<file path="config.mk">
export PLATFORM = sky130hd
export DESIGN_NAME = mwm_queue
export DESIGN_NICKNAME = d
export VERILOG_FILES = /design/src/rtl/mwm_pkg.sv /design/src/rtl/mwm_queue.sv
export SDC_FILE = /design/constraint.sdc
export NUM_CORES = 1
export LEC_CHECK = 0
export BUFFER_PORTS_ARGS = -buffer_cell sky130_fd_sc_hd__buf_2
export CAP_MARGIN = 10
export CORE_MARGIN = 2
export CORE_UTILIZATION = 50
export CTS_CLUSTER_DIAMETER = 200
export DETAILED_ROUTE_END_ITERATION = 8
export PLACE_DENSITY = 0.76
export SYNTH_ARGS = -nofsm -noshare
export SYNTH_HDL_FRONTEND = slang
export SYNTH_SLANG_ARGS = --single-unit
export TNS_END_PERCENT = 10
</file>
<file path="constraint.sdc">
create_clock -name clk -period 2.67 [get_ports clk]
set_input_delay 0.534 -clock clk [delete_from_list [all_inputs] [get_ports clk]]
set_output_delay 0.534 -clock clk [all_outputs]
set_load 0.1 [all_outputs]
</file>
<file path="src/rtl/mwm_pkg.sv">
// mwm_pkg: shared types, constants and helpers of the 3d maze wall map
// depends on nothing; used by maze_wall_map_3d, mwm_front, mwm_queue and mwm_back
`default_nettype none
package mwm_pkg;

	// configured maze size limits
	localparam int SIZE_W = 4;
	localparam logic [SIZE_W-1:0] MAX_ROWS    = 4'd15;
	localparam logic [SIZE_W-1:0] MAX_COLUMNS = 4'd15;
	localparam logic [SIZE_W-1:0] MAX_FLOORS  = 4'd15;
	localparam logic [SIZE_W-1:0] SIZE_RESET  = 4'd15;

	// raw coordinate and storage address widths
	localparam int IDX_W  = 5;
	localparam int ADDR_W = 3 * IDX_W;
	localparam int CNT_W  = 32;
	localparam int MASK_W = 6;

	// apb register map
	localparam int PADDR_W = 4;
	localparam int PDATA_W = 32;
	localparam logic [1:0] REG_ROWS    = 2'd0;
	localparam logic [1:0] REG_COLUMNS = 2'd1;
	localparam logic [1:0] REG_FLOORS  = 2'd2;

	// operation codes of an input item
	localparam logic [2:0] OP_READ   = 3'd0;
	localparam logic [2:0] OP_WRITE  = 3'd1;
	localparam logic [2:0] OP_TOGGLE = 3'd2;
	localparam logic [2:0] OP_QUERY  = 3'd3;
	localparam logic [2:0] OP_INIT   = 3'd4;

	// work kinds handed from front to back
	typedef enum logic [2:0] {
		CMD_READ,
		CMD_WRITE,
		CMD_TOGGLE,
		CMD_QUERY,
		CMD_INIT,
		CMD_PASS
	} cmd_kind_t;

	// one classified item; coordinates are raw (query: raw centre cell)
	typedef struct packed {
		cmd_kind_t        kind;
		logic             err;
		logic [IDX_W-1:0] row;
		logic [IDX_W-1:0] col;
		logic [IDX_W-1:0] flr;
		logic             wv;
		logic [IDX_W-1:0] row_last;
		logic [IDX_W-1:0] col_last;
		logic [IDX_W-1:0] flr_last;
	} mwm_cmd_t;

	// zero acts as one, anything above the limit acts as the limit
	function automatic logic [SIZE_W-1:0] clamp_size(input logic [SIZE_W-1:0] v,
			input logic [SIZE_W-1:0] maxv);
		logic [SIZE_W-1:0] r;
		if (v == '0) begin
			r = {{(SIZE_W-1){1'b0}}, 1'b1};
		end else if (v > maxv) begin
			r = maxv;
		end else begin
			r = v;
		end
		return r;
	endfunction

	// storage address of a raw cell
	function automatic logic [ADDR_W-1:0] cell_addr(input logic [IDX_W-1:0] row,
			input logic [IDX_W-1:0] col, input logic [IDX_W-1:0] flr);
		return {flr, row, col};
	endfunction

endpackage
`default_nettype wire

</file>
<file path="src/rtl/mwm_queue.sv">
// mwm_queue: two-entry command queue between front and back
// depends on mwm_pkg
`default_nettype none
module mwm_queue import mwm_pkg::*; (
	input  wire logic     clk,
	input  wire logic     arst_n,
	input  wire logic     push,
	input  wire mwm_cmd_t push_cmd,
	output logic          full,
	input  wire logic     pop,
	output logic          empty,
	output mwm_cmd_t      head
);

	mwm_cmd_t   slot_q [2];
	logic       wr_ptr_q, rd_ptr_q;
	logic [1:0] fill_q;

	assign full  = (fill_q == 2'd2);
	assign empty = (fill_q == 2'd0);
	assign head  = slot_q[rd_ptr_q];

	// pointers and fill level
	always_ff @(posedge clk or negedge arst_n) begin
		if (!arst_n) begin
			wr_ptr_q <= 1'b0;
			rd_ptr_q <= 1'b0;
			fill_q   <= 2'd0;
		end else begin
			if (push) wr_ptr_q <= ~wr_ptr_q;
			if (pop)  rd_ptr_q <= ~rd_ptr_q;
			if (push && !pop) begin
				fill_q <= fill_q + 2'd1;
			end else if (pop && !push) begin
				fill_q <= fill_q - 2'd1;
			end
		end
	end

	// payload slots
	always_ff @(posedge clk) begin
		if (push) slot_q[wr_ptr_q] <= push_cmd;
	end

endmodule
`default_nettype wire

</file>
### Yosys cells after proc, flatten, opt, wreduce, memory -nomap -nowiden

Memories as Yosys holds them, arrays and structs flattened.
Cells that the tools add are included.

| operators by class | value |
|---|---|
| reduce and logical (&&, ||, !) cells | 6 |
| $add $sub $neg | 2 |
| multiplexer cells | 4 |
| equality and inequality tests | 1 |
| bitwise gates (word level) | 2 |

Operators with widths:

| kind | number |
|---|---|
| 2-bit 2-to-1 mux | 2 |
| 2-bit by 1-bit adder with 2-bit output (second input constant) | 1 |
| 2-bit equality test (second input constant) | 1 |
| 1-bit logical AND | 2 |
| 1-bit logical NOT | 2 |
| 2-bit logical NOT | 1 |
| 1-bit 2-to-1 mux | 2 |
| 1-bit inverter | 2 |
| 2-bit nonzero test | 1 |
| 2-bit by 1-bit subtractor with 2-bit output (second input constant) | 1 |

| word-level totals | value |
|---|---|
| RAM bits | 70 |
| memories kept | 1 |
| bits in registers | 4 |
| word-level logic and storage cells | 19 |

Memories:

| name | words | bits a word | rd ports | clocked after memory_dff | write ports | RTL line | RTL |
|---|---|---|---|---|---|---|---|
| slot_q | 2 | 35 | 1 | 0 | 1 | mwm_queue.sv:15 | `mwm_cmd_t slot_q [2];` |

### Depth between registers and ports, before layout

Gate-level depths: netlist of run 1.

| depth | value |
|---|---|
| word-level depth | 4 |
| mapped depth | 5 |
| depth with buffers taken out | 5 |

### Least setup slack after synthesis of run 1

OpenSTA, ideal clock, no wires.

| timing path | value |
|---|---|
| path kind | in2reg |
| start | input port push |
| end | memory slot_q[0][0] (netlist name) (enable) |
| data arrival time | 2.110 ns |
| stages | 1 |
| path slack | 0.129 ns |
| library setup time | 0.431 ns |
| cells stage by stage | nor2b_1 |

| on the way | value |
|---|---|
| longest elaborated chain between the ends | 2 |

Ends and longest elaborated chain:

| item | RTL line | RTL |
|---|---|---|
| from (decl) | mwm_queue.sv:7 | `input wire logic push,` |
| 1-bit 2-to-1 mux | mwm_queue.sv:42 | `if (push) slot_q[wr_ptr_q] <= push_cmd;` |
| 1-bit 2-to-1 mux (not written as such) | mwm_queue.sv:42 |  |
| to (decl) | mwm_queue.sv:15 |  |

Every way passes these cells.

==> results_dict.tcl, run 1 <==
set metrics [dict create \
    grt_antenna_before_repair 0 \
    drt_iter0_markers 62 \
    crit_arrival_ns 1.94 \
    num_rows 27 \
    avgSynthCellArea_sq_um 22.9 \
    rr_startpoint "wr_ptr_q$_DFFE_PN0P_" \
    num_vias 1371 \
    worst_pin_slew_ns 0.573 \
    synth.top_cells.by_area "edfxtp_1, mux2_4, dfrtp_1" \
    reg2reg_depth 2 \
    chipWidth_um 79.7 \
    crit_type "reg -> out" \
    io_pins 76 \
    fin_skew_ns 0.00378 \
    ys_seq_elements 74 \
    slew_violations 0 \
    synth_top_area_share_pct 73.4 \
    synth_area_sq_mm 0.00286 \
    regToRegEndpoint "slot_q[1][18]$_DFFE_PP_" \
    yosysTopAreaCell "edfxtp_1" \
    rsz0062_at_grt "no" \
    drive_gt1_share_pct 60.8 \
    drc_errors 0 \
    fmax_mhz 404 \
    routedWlPerCell_um 15.5 \
    grt_usage_pct 15.0 \
    layout.nets 252 \
    drt_pass1_iterations 4 \
    numClockSinks 74 \
    grt_pass1_vias 1410 \
    r2r_slack_ns 1.12 \
    fin_crit_ns 2.47 \
    cts_tree "built" \
    antenna_left 0 \
    clockBufferDepth 2 \
    dpl.hpwl_mm 3.00 \
    synthToLayoutAreaGrowth_pct 22.9 \
    diodes 0 \
    finalHoldViolCount 0 \
    status "complete, no violations" \
    synth_seq_area_share_pct 76.9 \
    cts-resized-gates 0 \
    hold_class "in -> reg" \
    io_buffers 75 \
    cp-start-kind "register" \
    min_path_cells 1 \
    hold_start "push_cmd[8]" \
    wl_mm 4.48 \
    cap_violations 0 \
    start_util_pct 52.0 \
    die_area_sq_mm 0.00635 \
    yosys_warnings 0 \
    htreeDepth 3 \
    path_clk_slew_ns 0.07 \
    end_kind "output pin" \
    worstPathMaxFanout 15 \
    hold_end "slot_q[1][8]$_DFFE_PP_" \
    synthCells 125 \
    finalCritPeriodShare_pct 92.6 \
    core_sq_mm 0.00551 \
    setup_viol 0 \
    vias_per_cell 4.74 \
    fin_tns_setup_ns 0 \
    yosys.cell_types.count 13 \
    clk_latency_ns 0.33 \
    crit_required_ns 2.14 \
    slew_headroom_pct 61.8 \
    syn_nets 165 \
    root_buffer "clkbuf_8" \
    die_h_um 79.7 \
    cts-buffers-inserted 9 \
    overflow 0 \
    grt_pass1_wl_mm 6.69 \
    grt_start_max_net_pins 20 \
    routabilityCongestion 0.766 \
]
-- how the worst max path moves through the flow --
| stage | slack, ns | to | depth (start not counted) | startpoint |
|---|---|---|---|---|
| 3_5_place_dp | 0.54 | head[34] | 3 | rd_ptr_q$_DFFE_PN0P_ |
| 4_1_cts | 0.16 | head[34] | 3 | rd_ptr_q$_DFFE_PN0P_ |
| 5_1_grt | 0.10 | head[34] | 3 | rd_ptr_q$_DFFE_PN0P_ |
| 3_3_place_gp | 0.58 | head[28] | 3 | rd_ptr_q$_DFFE_PN0P_ |
| 2_1_floorplan | 0.13 | slot_q[0][0]$_DFFE_PP_ | 1 | push |
| 6_report | 0.20 | head[34] | 3 | rd_ptr_q$_DFFE_PN0P_ |
-- synth_stat cells --
cell type	n
edfxtp_1	70
mux2_4	29
mux2_2	6
dfrtp_1	4
xor2_1	4
buf_12	3
nor2_1	2
nor2b_1	2
and2_1	1
buf_6	1
ha_1	1
inv_1	1
xnor2_1	1
-- per-layer routing --
| layer | global-route usage (%) | wire length [um] | up-vias | part of all wire (%) |
|---|---|---|---|---|
| met2 | 23.4 | 2230 | 50 | 50 |
| met1 | 17.4 | 1830 | 659 | 41 |
| met4 | 7.41 | 51 | 0 | 1.1 |
| li1 | - | - | 656 | - |
| met3 | 7.24 | 362 | 6 | 8.1 |
| met5 | 0 | 0 | - | 0 |
-- cell type report --
| type | instances | area, sq um |
|---|---|---|
| well taps | 72 | 90.1 |
| repair buffers | 80 | 440 |
| fillers | 407 | 1990 |
| clock inverters | 6 | 57.6 |
| multi-input cells | 46 | 594 |
| inverters | 1 | 3.75 |
| flip-flops and latches | 74 | 2200 |
| clock buffers | 10 | 128 |
-- through the flow --
step | std cells | setup WS (ns) | hold WS (ns) | cell area (sq um) | utilization [%]
final | 289 | 0.197 | 0.383 | 3520 | 63.9
after global routing | 289 | 0.103 | 0.360 | 3520 | 63.9
after CTS | 289 | 0.159 | 0.361 | 3520 | 63.9
after detailed placement | 272 | 0.537 | 0.348 | 3320 | 60.3
after global placement | 272 | 0.579 | 0.343 | 3320 | 60.3
after floorplan | 125 | 0.129 | 0.238 | 2860 | -
-- state kept, by name, summed over array words and instances, names as in the netlist --
register and count:
rd_ptr_q 1, slot_q 70, wr_ptr_q 1, fill_q 2
-- logic make-up after synthesis --
family	after synthesis	synth area share (%)
DFF	74	76.9
muxes	35	17.6
xor gates and xnor gates	5	1.53
buffers and inverters	5	2.62
and+or+nand+nor	5	0.918
adders and majority gates	1	0.437
-- critical path, stage by stage, from the launching register on --
cell     delay, ns
dfrtp_2       0.68
buf_4         0.28
mux2_2        0.35
buf_2         0.29
-- placed cells by master, fill, tap and decap left out --
cell / synthesis / routed
buf_12: 3 / 2
xor2_1: 4 / 4
xnor2_1: 1 / 1
clkinvlp_4: 0 / 1
inv_1: 1 / 1
bufinv_16: 0 / 1
dlygate4sd3_1: 0 / 1
nor2b_4: 0 / 1
clkinv_2: 0 / 4
edfxtp_1: 70 / 70
nor2b_1: 2 / 1
clkbuf_8: 0 / 9
dfrtp_2: 0 / 1
nor2_1: 2 / 2
buf_2: 0 / 75
and2_2: 0 / 1
clkbuf_1: 0 / 1
ha_1: 1 / 1
dfrtp_1: 4 / 3
mux2_2: 6 / 6
buf_4: 0 / 2
mux2_4: 29 / 29
-- repair_timing --
item | CTS | global route
hold buffers | 1 | 0
endpoints found under the setup margin | 0 | 0
endpoints found under the hold margin | 4 | 0
buffers inserted | 0 | 0
Power of run 1 is left out: the tool's default activity adds up to more than one toggle a clock period on the data nets, which glitch-free logic cannot reach.
==> inputs of run 2 (changes only) <==
MAX_ROUTING_LAYER = met4   (was not set)
==> run 2 against run 1 <==
Critical path depth unchanged; sequential share of layout area is the same; non-clock buffer count did not move; clock skew about the same; count of clock-buffer cells in the layout is the same; core utilization unchanged; final area unchanged; fmax about the same; largest cell class unchanged; flip-flop and latch count stayed put; wire length grew 0.13%.
==> results_dict.tcl, run 2 (synthesis results as in run 1) <==
set metrics [dict create \
    grt_usage_pct 15.5 \
    drt-met1-wl_mm 1.87 \
    fillers 407 \
    routedWlPerCell_um 15.5 \
    grt_pass1_vias 1406 \
    num_vias 1370 \
    largest_reg_flops 70 \
    status "complete, no violations" \
    r2r_slack_ns 1.12 \
    drc_errors 0 \
    met3_wirelength_um 332 \
    fin_util_pct 63.9 \
    num_rows 27 \
    chipWidth_um 79.7 \
    routabilityCongestion 0.776 \
    cts_tree "built" \
    worstPathMaxFanout 15 \
    hold_end "slot_q[1][8]$_DFFE_PP_" \
    layout.nets 252 \
    min_path_cells 1 \
    top_register "slot_q" \
    end_kind "output pin" \
    layout_common_cells "buf_2, edfxtp_1, mux2_4, clkbuf_8, mux2_2" \
    fin_tns_setup_ns 0 \
    fin_crit_ns 2.47 \
    crit_type "reg -> out" \
    rr_startpoint "wr_ptr_q$_DFFE_PN0P_" \
    io_buffers 75 \
    synthToLayoutAreaGrowth_pct 22.9 \
    finalCritPeriodShare_pct 92.6 \
    die_h_um 79.7 \
    grt_start_max_net_pins 20 \
    slew_headroom_pct 61.7 \
    topRoutingLayerUsed "met4" \
    overflow 0 \
    cts-buffers-inserted 9 \
    io_pins 76 \
    drt_pass1_iterations 4 \
    hold_slack_ns 0.383 \
    grt_pass1_wl_mm 6.69 \
    vias_per_cell 4.74 \
    htreeDepth 3 \
    crit_required_ns 2.14 \
    hold_start "push_cmd[8]" \
    numClockSinks 74 \
    clk_latency_ns 0.33 \
    drive_gt1_share_pct 60.8 \
    antenna_left 0 \
    finalNonFillerCells 289 \
    root_buffer "clkbuf_8" \
    cap_violations 0 \
    clockBufferDepth 2 \
    core_sq_mm 0.00551 \
    path_clk_slew_ns 0.07 \
    cp-start-kind "register" \
    diodes 0 \
    top_regs "slot_q: 70 flops, fill_q: 2 flops" \
    finalHoldViolCount 0 \
    fmax_mhz 404 \
    cts-resized-gates 0 \
    dpl.hpwl_mm 3.00 \
    crit_arrival_ns 1.94 \
    worst_pin_slew_ns 0.573 \
    start_util_pct 52.0 \
    regToRegEndpoint "slot_q[1][18]$_DFFE_PP_" \
    setup_viol 0 \
    slew_violations 0 \
    reg2reg_depth 2 \
    final_common_cell "buf_2" \
    fin_skew_ns 0.00386 \
    wl_mm 4.48 \
    rsz0062_at_grt "no" \
    dpl.cell_count 272 \
    die_area_sq_mm 0.00635 \
    grt_antenna_before_repair 0 \
    drt_iter0_markers 74 \
    wl_met2_mm 2.23 \
    hold_class "in -> reg" \
]
## run 2: cell counts in the layout (fill, tap and decap cells not counted)
Identical to the previous run, type by type.
## run 2: critical path, cell delays in order, from the launching register on
cell and delay, ns:
dfrtp_2 0.68, buf_4 0.28, mux2_2 0.35, buf_2 0.29
## run 2: metal layers
metal,up-vias,track usage [%]
li1,657,-
met1,657,17.9
met2,50,23.4
met3,6,6.56
met4,0,7.41
met5,-,-
## run 2: worst max path at each step
stage / from / end / depth (start not counted)
after floorplan: push / slot_q[0][0]$_DFFE_PP_ / 1
after global placement: rd_ptr_q$_DFFE_PN0P_ / head[28] / 3
after detailed placement: rd_ptr_q$_DFFE_PN0P_ / head[34] / 3
after CTS: rd_ptr_q$_DFFE_PN0P_ / head[34] / 3
after global routing: rd_ptr_q$_DFFE_PN0P_ / head[34] / 3
final: rd_ptr_q$_DFFE_PN0P_ / head[34] / 3
## run 2: timing repair
| item | CTS | global route |
|---|---|---|
| hold endpoints to repair | 4 | 0 |
| setup buffers | 0 | 0 |
| hold buffers | 1 | 0 |
## run 2: area by class of cell
type | count | area [sq um] | area share [%]
timing repair buffer | 80 | 440 | 12.5
multi-input combinational | 46 | 594 | 16.9
inverter | 1 | 3.75 | 0.107
clock buffer | 10 | 128 | 3.63
sequential | 74 | 2200 | 62.6
clock inverter | 6 | 57.6 | 1.64
tap | 72 | 90.1 | 2.56
## run 2: per-stage QoR
stage                     setup slack (ns)  cell area [sq um]
after detailed placement             0.537               3320
after global placement               0.579               3320
after CTS                            0.159               3520
final                                0.197               3520
after global routing                 0.103               3520
after floorplan                      0.129               2860
Power of run 2 is left out for the same reason.
