## src/rtl/mwm_pkg.sv

```systemverilog
// mwm_pkg: shared types, constants and helpers of the 3d maze wall map
// depends on nothing; used by maze_wall_map_3d, mwm_front, mwm_queue and mwm_back
`default_nettype none
package mwm_pkg;

	// configured maze size limits
	localparam int SIZE_W = 4;
	localparam logic [SIZE_W-1:0] MAX_ROWS    = 4'd15;
	localparam logic [SIZE_W-1:0] MAX_COLUMNS = 4'd15;
	localparam logic [SIZE_W-1:0] MAX_FLOORS  = 4'd15;
	localparam logic [SIZE_W-1:0] SIZE_RESET  = 4'd15;

	// raw coordinate and storage address widths
	localparam int IDX_W  = 5;
	localparam int ADDR_W = 3 * IDX_W;
	localparam int CNT_W  = 32;
	localparam int MASK_W = 6;

	// apb register map
	localparam int PADDR_W = 4;
	localparam int PDATA_W = 32;
	localparam logic [1:0] REG_ROWS    = 2'd0;
	localparam logic [1:0] REG_COLUMNS = 2'd1;
	localparam logic [1:0] REG_FLOORS  = 2'd2;

	// operation codes of an input item
	localparam logic [2:0] OP_READ   = 3'd0;
	localparam logic [2:0] OP_WRITE  = 3'd1;
	localparam logic [2:0] OP_TOGGLE = 3'd2;
	localparam logic [2:0] OP_QUERY  = 3'd3;
	localparam logic [2:0] OP_INIT   = 3'd4;

	// work kinds handed from front to back
	typedef enum logic [2:0] {
		CMD_READ,
		CMD_WRITE,
		CMD_TOGGLE,
		CMD_QUERY,
		CMD_INIT,
		CMD_PASS
	} cmd_kind_t;

	// one classified item; coordinates are raw (query: raw centre cell)
	typedef struct packed {
		cmd_kind_t        kind;
		logic             err;
		logic [IDX_W-1:0] row;
		logic [IDX_W-1:0] col;
		logic [IDX_W-1:0] flr;
		logic             wv;
		logic [IDX_W-1:0] row_last;
		logic [IDX_W-1:0] col_last;
		logic [IDX_W-1:0] flr_last;
	} mwm_cmd_t;

	// zero acts as one, anything above the limit acts as the limit
	function automatic logic [SIZE_W-1:0] clamp_size(input logic [SIZE_W-1:0] v,
			input logic [SIZE_W-1:0] maxv);
		logic [SIZE_W-1:0] r;
		if (v == '0) begin
			r = {{(SIZE_W-1){1'b0}}, 1'b1};
		end else if (v > maxv) begin
			r = maxv;
		end else begin
			r = v;
		end
		return r;
	endfunction

	// storage address of a raw cell
	function automatic logic [ADDR_W-1:0] cell_addr(input logic [IDX_W-1:0] row,
			input logic [IDX_W-1:0] col, input logic [IDX_W-1:0] flr);
		return {flr, row, col};
	endfunction

endpackage
`default_nettype wire

```

## src/rtl/mwm_req_if.sv

```systemverilog
// mwm_req_if: input item channel of the 3d maze wall map
// depends on nothing
`default_nettype none
interface mwm_req_if;
	logic       valid;
	logic       ready;
	logic [2:0] operation;
	logic [4:0] row_index;
	logic [4:0] column_index;
	logic [4:0] floor_index;
	logic       write_value;

	modport source (output valid, output operation, output row_index, output column_index,
		output floor_index, output write_value, input ready);
	modport sink (input valid, input operation, input row_index, input column_index,
		input floor_index, input write_value, output ready);
endinterface
`default_nettype wire

```

## src/rtl/mwm_front.sv

```systemverilog
// mwm_front: size registers on the apb port, item intake and classification
// depends on mwm_pkg and mwm_req_if
`default_nettype none
module mwm_front import mwm_pkg::*; (
	input  wire logic               clk,
	input  wire logic               arst_n,
	// configuration port
	input  wire logic               psel,
	input  wire logic               penable,
	input  wire logic               pwrite,
	input  wire logic [PADDR_W-1:0] paddr,
	input  wire logic [PDATA_W-1:0] pwdata,
	output logic      [PDATA_W-1:0] prdata,
	output logic                    pready,
	// item intake
	mwm_req_if.sink                 req,
	// queue push side
	input  wire logic               q_full,
	output logic                    q_push,
	output mwm_cmd_t                q_cmd
);

	logic [SIZE_W-1:0] rows_q, cols_q, flrs_q;
	logic [SIZE_W-1:0] rows, cols, flrs;
	logic [1:0]        reg_idx;
	logic              cfg_wr;
	logic [IDX_W-1:0]  rlast, clast, flast;
	logic              raw_bad, maze_bad;

	assign pready  = 1'b1;
	assign reg_idx = paddr[3:2];
	assign cfg_wr  = psel & penable & pwrite & pready;

	// size registers
	always_ff @(posedge clk or negedge arst_n) begin
		if (!arst_n) begin
			rows_q <= SIZE_RESET;
			cols_q <= SIZE_RESET;
			flrs_q <= SIZE_RESET;
		end else if (cfg_wr) begin
			unique case (reg_idx)
				REG_ROWS:    rows_q <= pwdata[SIZE_W-1:0];
				REG_COLUMNS: cols_q <= pwdata[SIZE_W-1:0];
				REG_FLOORS:  flrs_q <= pwdata[SIZE_W-1:0];
				default:     ;
			endcase
		end
	end

	// register read back
	always_comb begin
		prdata = '0;
		unique case (reg_idx)
			REG_ROWS:    prdata[SIZE_W-1:0] = rows_q;
			REG_COLUMNS: prdata[SIZE_W-1:0] = cols_q;
			REG_FLOORS:  prdata[SIZE_W-1:0] = flrs_q;
			default:     prdata = '0;
		endcase
	end

	// effective sizes and last raw index on each axis
	assign rows  = clamp_size(rows_q, MAX_ROWS);
	assign cols  = clamp_size(cols_q, MAX_COLUMNS);
	assign flrs  = clamp_size(flrs_q, MAX_FLOORS);
	assign rlast = {rows, 1'b0};
	assign clast = {cols, 1'b0};
	assign flast = {flrs, 1'b0};

	assign raw_bad  = (req.row_index > rlast) || (req.column_index > clast) ||
		(req.floor_index > flast);
	assign maze_bad = (req.row_index >= {1'b0, rows}) || (req.column_index >= {1'b0, cols}) ||
		(req.floor_index >= {1'b0, flrs});

	assign req.ready = !q_full;
	assign q_push    = req.valid && !q_full;

	// classify the item
	always_comb begin
		q_cmd          = '0;
		q_cmd.kind     = CMD_PASS;
		q_cmd.row      = req.row_index;
		q_cmd.col      = req.column_index;
		q_cmd.flr      = req.floor_index;
		q_cmd.wv       = req.write_value;
		q_cmd.row_last = rlast;
		q_cmd.col_last = clast;
		q_cmd.flr_last = flast;
		unique case (req.operation) inside
			OP_READ, OP_WRITE, OP_TOGGLE: begin
				if (raw_bad) begin
					q_cmd.err = 1'b1;
				end else if (req.operation == OP_READ) begin
					q_cmd.kind = CMD_READ;
				end else if (req.operation == OP_WRITE) begin
					q_cmd.kind = CMD_WRITE;
				end else begin
					q_cmd.kind = CMD_TOGGLE;
				end
			end
			OP_QUERY: begin
				if (maze_bad) begin
					q_cmd.err = 1'b1;
				end else begin
					// maze cell n sits at raw 2n+1
					q_cmd.kind = CMD_QUERY;
					q_cmd.row  = {req.row_index[IDX_W-2:0], 1'b1};
					q_cmd.col  = {req.column_index[IDX_W-2:0], 1'b1};
					q_cmd.flr  = {req.floor_index[IDX_W-2:0], 1'b1};
				end
			end
			OP_INIT: q_cmd.kind = CMD_INIT;
			default: q_cmd.kind = CMD_PASS;
		endcase
	end

endmodule
`default_nettype wire

```

## src/flat_wrapper.sv

```systemverilog
// flat-port wrapper written by rule: the top's interface ports become plain ports
module mwm_front_flat import mwm_pkg::*;
  (clk, arst_n, psel, penable, pwrite, paddr, pwdata, prdata, pready, q_full, q_push, q_cmd, req_valid, req_operation, req_row_index, req_column_index, req_floor_index, req_write_value, req_ready);
  mwm_req_if req_i ();
  input  wire logic clk;
  input  wire logic arst_n;
  input  wire logic psel;
  input  wire logic penable;
  input  wire logic pwrite;
  input  wire logic [PADDR_W-1:0] paddr;
  input  wire logic [PDATA_W-1:0] pwdata;
  output logic      [PDATA_W-1:0] prdata;
  output logic pready;
  input  wire logic q_full;
  output logic q_push;
  output mwm_cmd_t q_cmd;
  input wire logic [$bits(req_i.valid)-1:0] req_valid;
  input wire logic [$bits(req_i.operation)-1:0] req_operation;
  input wire logic [$bits(req_i.row_index)-1:0] req_row_index;
  input wire logic [$bits(req_i.column_index)-1:0] req_column_index;
  input wire logic [$bits(req_i.floor_index)-1:0] req_floor_index;
  input wire logic [$bits(req_i.write_value)-1:0] req_write_value;
  output wire logic [$bits(req_i.ready)-1:0] req_ready;
  assign req_i.valid = req_valid;
  assign req_i.operation = req_operation;
  assign req_i.row_index = req_row_index;
  assign req_i.column_index = req_column_index;
  assign req_i.floor_index = req_floor_index;
  assign req_i.write_value = req_write_value;
  assign req_ready = req_i.ready;
  mwm_front u_core (.clk(clk), .arst_n(arst_n), .psel(psel), .penable(penable), .pwrite(pwrite), .paddr(paddr), .pwdata(pwdata), .prdata(prdata), .pready(pready), .req(req_i), .q_full(q_full), .q_push(q_push), .q_cmd(q_cmd));
endmodule
```

## config.mk

```make
export PLATFORM = sky130hd
export DESIGN_NAME = mwm_front_flat
export DESIGN_NICKNAME = d
export VERILOG_FILES = /design/src/rtl/mwm_pkg.sv /design/src/rtl/mwm_req_if.sv /design/src/rtl/mwm_front.sv /design/src/flat_wrapper.sv
export SDC_FILE = /design/constraint.sdc
export NUM_CORES = 1
export LEC_CHECK = 0
export BUFFER_PORTS_ARGS = -buffer_cell sky130_fd_sc_hd__buf_2
export CAP_MARGIN = 20
export CORE_AREA = 2 2 100 54
export DETAILED_ROUTE_END_ITERATION = 10
export DIE_AREA = 0 0 102 56
export PLACE_DENSITY = 0.75
export RECOVER_POWER = 100
export SYNTH_ARGS = -nofsm -noshare
export SYNTH_HDL_FRONTEND = slang
export SYNTH_SLANG_ARGS = --single-unit
```

## constraint.sdc

```tcl
create_clock -name clk -period 2.5 [get_ports clk]
set_clock_uncertainty 0.05 [all_clocks]
set_input_delay 0.25 -clock clk [delete_from_list [all_inputs] [get_ports clk]]
set_output_delay 0.25 -clock clk [all_outputs]
set_load 0.03 [all_outputs]
```

; ---- Word-level counts from Yosys, hierarchy flattened
; Index checks and enable logic that the tools add are counted.
[word_totals]
ramBits = 0
output_inout_bits = 70
n_memories = 0
latchBits = 0
register_bits = 12
rom_bits = 0
[op_classes]
n_lt_le_gt_ge = 9
add_sub_neg = 0
n_mux = 17
bitwise_logic = 2
reduce_logical = 15
shifts = 0
mul = 0
div_mod_pow = 0
eq_ne = 6
[ops]
columns = cell, n
row1 = $mux 15, 2
row2 = $mux 4, 6
row3 = $ge 5x4->1, 3
row4 = $gt 5x5->1, 3
row5 = $gt 4x4->1 const B, 3
row6 = $logic_not 4->1, 3
row7 = $pmux 4 s3, 1
row8 = $pmux 3 s3, 1
row9 = $eq 3x2->1 const B, 2
row10 = $mux 3, 2
row11 = $reduce_and 2->1, 3
row12 = $logic_or 1x1->1, 4
row13 = $mux 2, 2
row14 = $eq 3x1->1 const B, 1
row15 = $eq 3x3->1 const B, 1
row16 = $logic_not 3->1, 1
row17 = $reduce_or 3->1, 1
row18 = $and 1x1->1, 2
row19 = $eq 2x1->1 const B, 1
row20 = $eq 2x2->1 const B, 1
row21 = $logic_not 2->1, 1
row22 = $mux 1, 2
row23 = $pmux 1 s2, 1
row24 = $logic_and 1x1->1, 1
row25 = $logic_not 1->1, 1

; ---- Depth between registers and ports, before layout
; Gate-level depths: netlist of run 1.
[depth]
word_depth = 8
depth_mapped = 9
mapped_depth_nobuf = 8

; ---- Worst setup path after synthesis of run 1
; Ideal clock, no wire load.
[synth_timing]
path_type = flip-flop to output port
startpoint = register u_core.rows_q[2]
endpoint = output port q_cmd[17] (netlist name)
t_arrival_ns = 2.698
path_buffers = 1
setup_slack_ns = -0.498
path_stages_with_launch = 10
path_cell_list = dfstp_2 -> inv_1 -> a31o_2 -> ha_1 -> nand2b_1 -> a211oi_1 -> o21ai_1 -> nor3_4 -> buf_6 -> mux2i_1
[synth_lines]
columns = element, line_no
row1 = "start, declared", mwm_front.sv:23  ; logic [SIZE_W-1:0] rows_q, cols_q, flrs_q;
row2 = "start signal, assigned", mwm_front.sv:42  ; REG_ROWS: rows_q <= pwdata[SIZE_W-1:0];
row3 = "end, declared", flat_wrapper.sv:16  ; output mwm_cmd_t q_cmd;

==> results.md, run 1 <==
- After legalization and detailed placement, the total HPWL measured roughly 4.0 mm.
- The minimum setup slack after placement is -320 ps.
- The worst relative slew slack is 49.9%.
- For the worst-skew pair, the clock arrives at the later sink with an insertion delay of between 200 and 250 ps.
- The final-report hold violation count is 0.
- Data on the critical path is required at its endpoint by around 2200 ps.
- The tree built by TritonCTS fans out to 12 sinks.
- TritonCTS built the clock tree.
- The number of clock buffers inserted by TritonCTS is 3.
- The analysis attributes to cell leakage a power of 1.27 nW.
- The area share of the largest cell type after synthesis is a little under a fifth.
- Averaged over all synthesized cells, the footprint is 8.32 sq um.
- Max-cap violations in this run came to 0.
- The number of setup violations in the final report is 19.
- The number of slew-limit violations in the final report is 0.
- The number of different library cells used by synthesis comes to 35.
- The layout has between 400 and 500 filler cells.
- The combined global-route utilization of all metal layers is 18.6%.
- The Yosys step of the flow raised 0 warnings.
- The die height is around 56 um.
- The run finished, with violations left.
- The die outline area is between 5000 and 6000 sq um.
- The sequential-to-total area share from yosys stat is 18.9%.
- The via count of the first global-routing pass is between 1500 and 2000.
- The share of total power dissipated in sequential elements is 18.2%.
- The detailed router placed approximately 1600 vias in this run.
- The power spent charging and discharging nets is roughly 0.77 mW.
- Of all flip-flops after synthesis, the portion carrying an async set or reset was 100%.
- The total wire length is between 5 and 6 mm.
- STA puts the critical path data arrival time at ~2700 ps.
- Dividing total power by cell area gives a power density of 630 nW/um^2.
- The highest fanout seen on the critical path is 8.
- The critical path in this run is classified as flip-flop to output port.
- The endpoint kind of the worst setup timing path is an output port.
- Derived from the worst setup path, the maximum achievable clock frequency is 0.334 GHz.
- In the synthesized netlist, the number of instances is approximately 200.
- The number of nets in the layout is 384.
- Once layout is complete, the cells apart from fillers number 367.
- Summing all multi-input logic gate instances after layout gives between 1000 and 1500 sq um.
- The library cell used as clock root buffer is clkbuf_8.
- The pin count of the biggest net entering global routing is 13.
- Sorting the synthesized cells by area gives the leading types as dfstp_2, ha_1, buf_4, mux2_2, mux2i_1.
- The number of instances in the placed design is about 350.
- VDD sags by at most approximately 0.00025 V.
- Of the total power, the share spent switching nets is between 40% and 50%.
- The final reports fail on setup timing.
- The number of antenna repair diodes is 0.
- The cell-internal power is 0.900 mW.
- The starting density of the core is a little over a third.
- The area growth from synthesis to layout is 58.5%.
- The first-pass detailed-route iteration total is 4.
- The routability congestion estimate is roughly 0.8.
- The post-route worst setup slack is -495 ps.
- Setup repair after global routing could not meet its margin everywhere.
- The post-CTS clock slew at the launch and capture registers of the worst setup and hold paths is ~60 ps.
- Per report_power, the clock group accounts for 12.8% of the total.
- The number of remaining DRC errors is 0.
- The share of cells above drive strength 1 is 49.8%.
- The number of synthesized register bits is 12.
- The number of hold buffers added after CTS was 0.
- The core footprint is approximately 4800 sq um.
- The minimum clock period is around 3000 ps.
- The die is a little over 100 um wide.
- 132 I/O pins were placed.
- The number of antenna violations at the first check in global routing came to 0.
- In the routed layout, each cell is associated on average with a via count of around 4.5.
- The synthesized design spends more area on one cell type than any other, namely dfstp_2.
- The smallest hold slack is ~210 ps.
- The final period utilization is 120%.
- The sequential cells in the finished layout cover a total of 315 sq um.
- The first global-routing pass estimated ~8.3 mm of wire.
- The share of power burned in combinational logic is 69.0%.
- The count of input and output buffers is 67.
- After global routing the overflow that remains totals 0.
- The cell area that synthesis handed to floorplanning was roughly 1700 sq um.
- The predominant post-synthesis flop cell is dfstp_2.
- The number of enable-type register cells in the synthesized netlist is 0.
- STA classifies the critical path startpoint as a flip-flop.
- Dividing the detail-routed wire length by the instance count gives around 14 um.
- For the pin with the worst max-slew slack, the measured transition is 746 ps.
- The path category of the worst min-delay check is input port to flip-flop.
- In this run the remaining antenna-violating nets after routing total 0.
- The violation count after the first detailed-routing iteration is 59.
- No sink is reached through more buffers than the 2 on the longest clock path.
- In this run the core area contains 18 standard-cell rows.
- CTS built an H-tree with a depth of 1.
[cell usage in the layout, fill, tap and decap left out, drive strengths merged, types with 2 or more instances in the layout]
| cell | instances |
|---|---|
| nor2b | 5 |
| mux2i | 7 |
| ha | 24 |
| nand2 | 13 |
| a31oi | 2 |
| a21o | 6 |
| nor2 | 7 |
| dfstp | 12 |
| a21oi | 6 |
| a211oi | 2 |
| mux2 | 12 |
| buf | 84 |
| a31o | 3 |
| inv | 18 |
| nor3 | 3 |
| o21ai | 14 |
| nand2b | 4 |
| nor3b | 3 |
| conb | 32 |
| or2 | 3 |
| clkbuf | 26 |
[Yosys cell counts, types with 2 or more instances]
master	instances
nor3_1	2
nor2b_1	5
nand2_1	13
mux2i_1	7
nand2b_1	4
a21oi_1	6
inv_1	18
o21ai_0	13
nor3b_1	3
a31oi_1	2
a31o_2	3
buf_4	33
nor2_1	7
ha_1	24
mux2_2	12
a211oi_1	2
conb_1	2
clkbuf_1	10
a21o_1	6
dfstp_2	12
or2_2	3
[layout make-up]
type | count | share of cell area [%]
Clock buffer | 4 | 2.08
Inverter | 18 | 2.55
Multi-Input combinational cell | 157 | 52.3
Sequential cell | 12 | 11.9
Tap cell | 70 | 3.31
Timing Repair Buffer | 106 | 27.9
[repair_timing]
action | 4_1_cts | 5_1_grt
pin swaps | 16 | 10
gates cloned | 1 | 0
endpoints found under the hold margin | 0 | 0
endpoints found under the setup margin | 19 | 19
buffers inserted | 7 | 3
gates resized for setup | 73 | 4
[power by group through the flow]
stage	clock network (mW)	registers (mW)	logic (mW)
floorplan	0	0.310	0.665
global placement	0	0.305	0.941
detailed placement	0	0.308	0.969
CTS	0.218	0.306	1.16
global route	0.232	0.310	1.25
finish	0.214	0.304	1.15
[path summary, 6_finish.rpt]
check                                                to                          from  slack [ps]  cells past startpoint
min in group asynchronous  u_core.flrs_q[2]$_DFFE_PN1P_                        arst_n         340                      1
max                                           q_cmd[24]  u_core.cols_q[3]$_DFFE_PN1P_        -490                      9
max in group asynchronous  u_core.rows_q[3]$_DFFE_PN1P_                        arst_n        2030                      1
max reg2reg                u_core.flrs_q[2]$_DFFE_PN1P_  u_core.flrs_q[2]$_DFFE_PN1P_        1440                      3
min reg2reg                u_core.flrs_q[3]$_DFFE_PN1P_  u_core.flrs_q[3]$_DFFE_PN1P_         490                      2
min                        u_core.flrs_q[3]$_DFFE_PN1P_                     pwdata[3]         210                      3
[sequential cells by signal, summed over array words and instances, names as in the netlist]
| name | count |
|---|---|
| u_core.cols_q | 4 |
| u_core.flrs_q | 4 |
| u_core.rows_q | 4 |
[stage by stage]
step                cell area, sq um  TNS (ps)  utilization (%)  total power [mW]
floorplan                       1880     -1980                -             0.975
global placement                2240     -3010             47.0              1.25
detailed placement              2240     -3640             47.0              1.28
CTS                             2690     -7740             56.2              1.69
global route                    2650     -9220             55.5              1.79
finish                          2650     -7460             55.5              1.67
[per-layer routing]
| metal | GRT usage, % | part of all wire (%) | routed length [um] | up-vias |
|---|---|---|---|---|
| li1 | - | - | - | 827 |
| met1 | 25.3 | 46 | 2400 | 766 |
| met2 | 30.6 | 47 | 2440 | 43 |
| met3 | 5.15 | 6.2 | 320 | 2 |
| met4 | 1.71 | 0.52 | 27 | 0 |
| met5 | 0 | 0 | 0 | - |
[critical path, stage by stage, from the launching register on]
cell and delay (ps):
dfstp_2 530, inv_2 60, ha_4 150, or4_4 530
nor4_4 150, o21ai_2 120, nor3_4 270, buf_12 180
mux2_4 310, buf_6 140
[cell families after synthesis]
family,after synthesis,synth area share (%)
other cells,2,0.449
buf+inv,62,21.8
compound gates,37,13.8
fa+ha+maj,24,18.0
simple gates,45,14.9
mux,19,12.3
flops,12,18.9
Power figures use the tool's default switching activity.
==> run 2: changes to the inputs <==
--- a/config.mk
+++ b/config.mk
@@ -5,11 +5,12 @@
 export SDC_FILE = /design/constraint.sdc
 export NUM_CORES = 1
 export LEC_CHECK = 0
+export ABC_AREA = 1
 export BUFFER_PORTS_ARGS = -buffer_cell sky130_fd_sc_hd__buf_2
 export CAP_MARGIN = 20
-export CORE_AREA = 2 2 100 54
+export CORE_AREA = 2 2 102 55
 export DETAILED_ROUTE_END_ITERATION = 10
-export DIE_AREA = 0 0 102 56
+export DIE_AREA = 0 0 104 57
 export PLACE_DENSITY = 0.75
 export RECOVER_POWER = 100
 export SYNTH_ARGS = -nofsm -noshare
==> results.md, run 2 <==
- The minimum clock period is 2650 ps.
- The cell with the biggest individual delay on the critical path is dfstp_2.
- In the post-synthesis netlist, the biggest area contributors are dfstp_2, ha_1, nand2_1, buf_4, inv_1.
- In this run, synthesis inferred 0 flip-flops with an integrated enable.
- Setup slack on the worst reg-to-reg path comes out at about 1600 ps.
- The count of unique library cells instantiated by Yosys is 25.
- The final-report hold violation count is 0.
- The count of input and output buffers is 67.
- The smallest hold slack is ~250 ps.
- The arrival time at the worst endpoint is approximately 2400 ps.
- The number of cells traversed by the worst register-to-register path is 3.
- The checks that failed: setup timing.
- The first global-routing pass estimated between 8 and 9 mm of wire.
- For this run, the slowest stage of the critical path takes 550 ps.
- Entering global routing, the biggest net connects 16 pins.
- The fraction of registers with async set/reset is 100%.
- Dividing the detail-routed wire length by the instance count gives approximately 12 um.
- The number of antenna violations at the first check in global routing is 0.
- After global routing the overflow that remains totals 0.
- TritonCTS built the clock tree.
- Routability-driven placement finished with a final weighted congestion of approximately 0.85.
- The number of slew-limit violations in the final report came to 0.
- The flow ran to the end, but the final reports show violations.
- The number of routed nets with antenna violations is 0.
- The number of clock buffers inserted by TritonCTS is 3.
- The starting density of the core is a little over a third.
- Data on the critical path is required at its endpoint by 2200 ps.
- The critical path goes through inv_2, a31o_4, ha_4, inv_2, nand2_2, nand3b_1, nand3_2, nor2_4, buf_12, nand3_1, nand2_1, buf_6.
- The post-CTS clock slew at the launch and capture registers of the worst setup and hold paths is approximately 60 ps.
- The die outline area is between 5000 and 6000 sq um.
- In this run the cell area of the synthesized design comes to 1790 sq um.
- The critical path crosses 12 cells after its start point.
- The routed design has 5.19 mm of wire.
- The floorplan die width is 104 um.
- The library cell used most frequently in the layout, excluding fill and tap cells, is nand2_1.
- The combined global-route utilization of all metal layers is around 17%.
- The root buffer cell chosen for the clock tree is clkbuf_8.
- Summing the sequential cell areas from Yosys gives roughly 18% of the chip area.
- The number of filler cells placed in the layout is ~550.
- The first-pass detailed-route iteration total is 4.
- The post-DP HPWL is roughly 4 mm.
- The share of the core filled with cells in the final layout is between 40% and 50%.
- The H-tree depth is 1.
- The final period utilization is 106%.
- The nature of the critical path startpoint is a flip-flop.
- The floorplan step set the die height to about 57 um.
- Setup repair after global routing could not meet its margin everywhere.
- The total leakage power is 1.33 nW.
- The number of buffers and inverters on the critical path is 4.
- The most frequent cell after synthesis is nand2_1.
- The hold path depth is 3.
- The number of warnings issued by yosys is 0.
- 132 I/O pins were placed.
- The endpoint kind of the worst setup timing path is an output port.
- The critical path is of the flip-flop to output port type.
- The total area inside the core boundary comes to 5130 sq um.
- The largest voltage drop on the vdd net is between 0.0002 and 0.00025 V.
- In this design, the critical path's most frequently occurring cell is inv_2.
- Dividing the detail-routed via count by the number of cells gives around 4.4.
- Counting instances in the post-synthesis netlist gives the leading cell types as nand2_1, inv_1, buf_4.
- The overall via count from detail_route is 1843.
- For this run, the top clock speed supported by timing is 0.377 GHz.
- The largest registers in the layout are u_core.cols_q (4), u_core.flrs_q (4), u_core.rows_q (4).
- In the routed design, unresolved DRC markers number 0.
- The post-route worst setup slack is -155 ps.
- The cell type group with the largest total delay on the critical path is simple AND/OR/NAND/NOR gates.
- The share of cells above drive strength 1 is 34.9%.
- Compared with the post-synthesis result, the final layout area differs by 37.3%.
- Of all nets on the critical path, the largest fanout is 8.
- Max-cap violations in this run came to 0.
- The area share of the largest cell type after synthesis is between 10% and 20%.
- The later pin in the worst-skew pair is clocked with a latency of ~250 ps.
- After synthesis, the mean cell area works out to roughly 6.5 sq um.
- The number of antenna diodes in the final layout is 0.
- After the first detailed-routing iteration, the DRC count stood at 91.
- In the layout the commonest cells are nand2_1, inv_1, conb_1.
- Registers take ~320 sq um.
- For the pin with the worst max-slew slack, the measured transition is between 700 and 800 ps.
- The predominant post-synthesis flop cell is dfstp_2.
- The via count of the first global-routing pass is between 1500 and 2000.
- The biggest area contributor in the post-synthesis netlist is dfstp_2.
- OpenSTA, run right after detailed placement, puts the worst setup slack at 15.4 ps.
- Overall power consumption after layout is estimated at 1.40 mW.
- Dividing total power by cell area gives a power density of about 570 nW/um^2.
- The number of synthesized register bits is 12.
- The clock passes through at most 2 buffers.
- The number of instances in the synthesized netlist is 274.
- The path category of the worst min-delay check is input port to flip-flop.
- The clock net in this run drives a total of 12 sinks.
- The number of setup violations in the final report is 18.
- The multi-input combinational cells in the finished layout cover a total of roughly 1300 sq um.
- The worst relative slew slack is 48.5%.
- The number of nets in the layout is 434.
- The standard-cell row count is 19.
==> run 2: cell count changes after synthesis, moves of 4 or more <==
cell and delta:
nand2_1 +65, inv_1 +27, nand3_1 +17, mux2_2 -12
mux2i_1 -7, a21o_1 -6, nor2b_1 -5, nand2b_1 -4
==> run 2: final timing paths <==
| kind | start | endpoint |
|---|---|---|
| min reg2reg | u_core.cols_q[0]$_DFFE_PN1P_ | u_core.cols_q[0]$_DFFE_PN1P_ |
| min | pwdata[0] | u_core.rows_q[0]$_DFFE_PN1P_ |
| max | u_core.rows_q[1]$_DFFE_PN1P_ | q_cmd[23] |
| min in group asynchronous | arst_n | u_core.flrs_q[1]$_DFFE_PN1P_ |
| max in group asynchronous | arst_n | u_core.flrs_q[0]$_DFFE_PN1P_ |
| max reg2reg | u_core.rows_q[1]$_DFFE_PN1P_ | u_core.rows_q[1]$_DFFE_PN1P_ |
==> run 2: kinds of logic after synthesis <==
| logic type | after synthesis | share of synthesized area [%] |
|---|---|---|
| flip-flops | 12 | 17.6 |
| AO/OA/AOI/OAI | 31 | 10.8 |
| other | 2 | 0.420 |
| buffers and inverters | 90 | 26.7 |
| adder cells (fa/ha/maj) | 24 | 16.8 |
| AND/OR/NAND/NOR | 115 | 27.7 |
==> run 2: through the flow <==
step	setup TNS (ps)	area, sq um	instances
global route	-3450	2450	420
CTS	-993	2400	418
finish	-1850	2450	420
global placement	0	2100	406
floorplan	0	1910	304
detailed placement	0	2100	406
==> run 2: area by class of cell <==
class	count	area share, %
Timing Repair Buffer	83	22.7
Tap cell	73	3.72
Inverter	45	6.88
Clock buffer	4	2.24
Multi-Input combinational cell	203	51.6
Sequential cell	12	12.9
==> run 2: layer usage <==
layer | up-vias | GRT usage (%) | wire [um] | part of all wire [%]
met5 | - | 0 | 0 | 0
met1 | 829 | 24.5 | 2460 | 47
met2 | 63 | 25.7 | 2320 | 45
met3 | 10 | 3.77 | 313 | 6.0
met4 | 0 | 4.83 | 97 | 1.9
li1 | 941 | - | - | -
==> run 2: power by group <==
group,switching (mW),internal [mW],total [mW]
combinational,0.568,0.314,0.882
clock,0.0792,0.140,0.219
sequential,0.0395,0.264,0.304
==> run 2: repair_timing <==
action	4_1_cts	5_1_grt
gates cloned	1	0
hold buffers	0	0
pin swaps	16	11
buffers inserted	7	2
gates resized for setup	57	18
endpoints found under the setup margin	18	19
==> run 2: worst reg2reg max path: cells and delay by family, from the launching register on <==
kind / cells / cell delay, ps
buffers and inverters: 1 / 130
AO/OA/AOI/OAI: 1 / 80
AND/OR/NAND/NOR: 1 / 50
flip-flops: 1 / 550
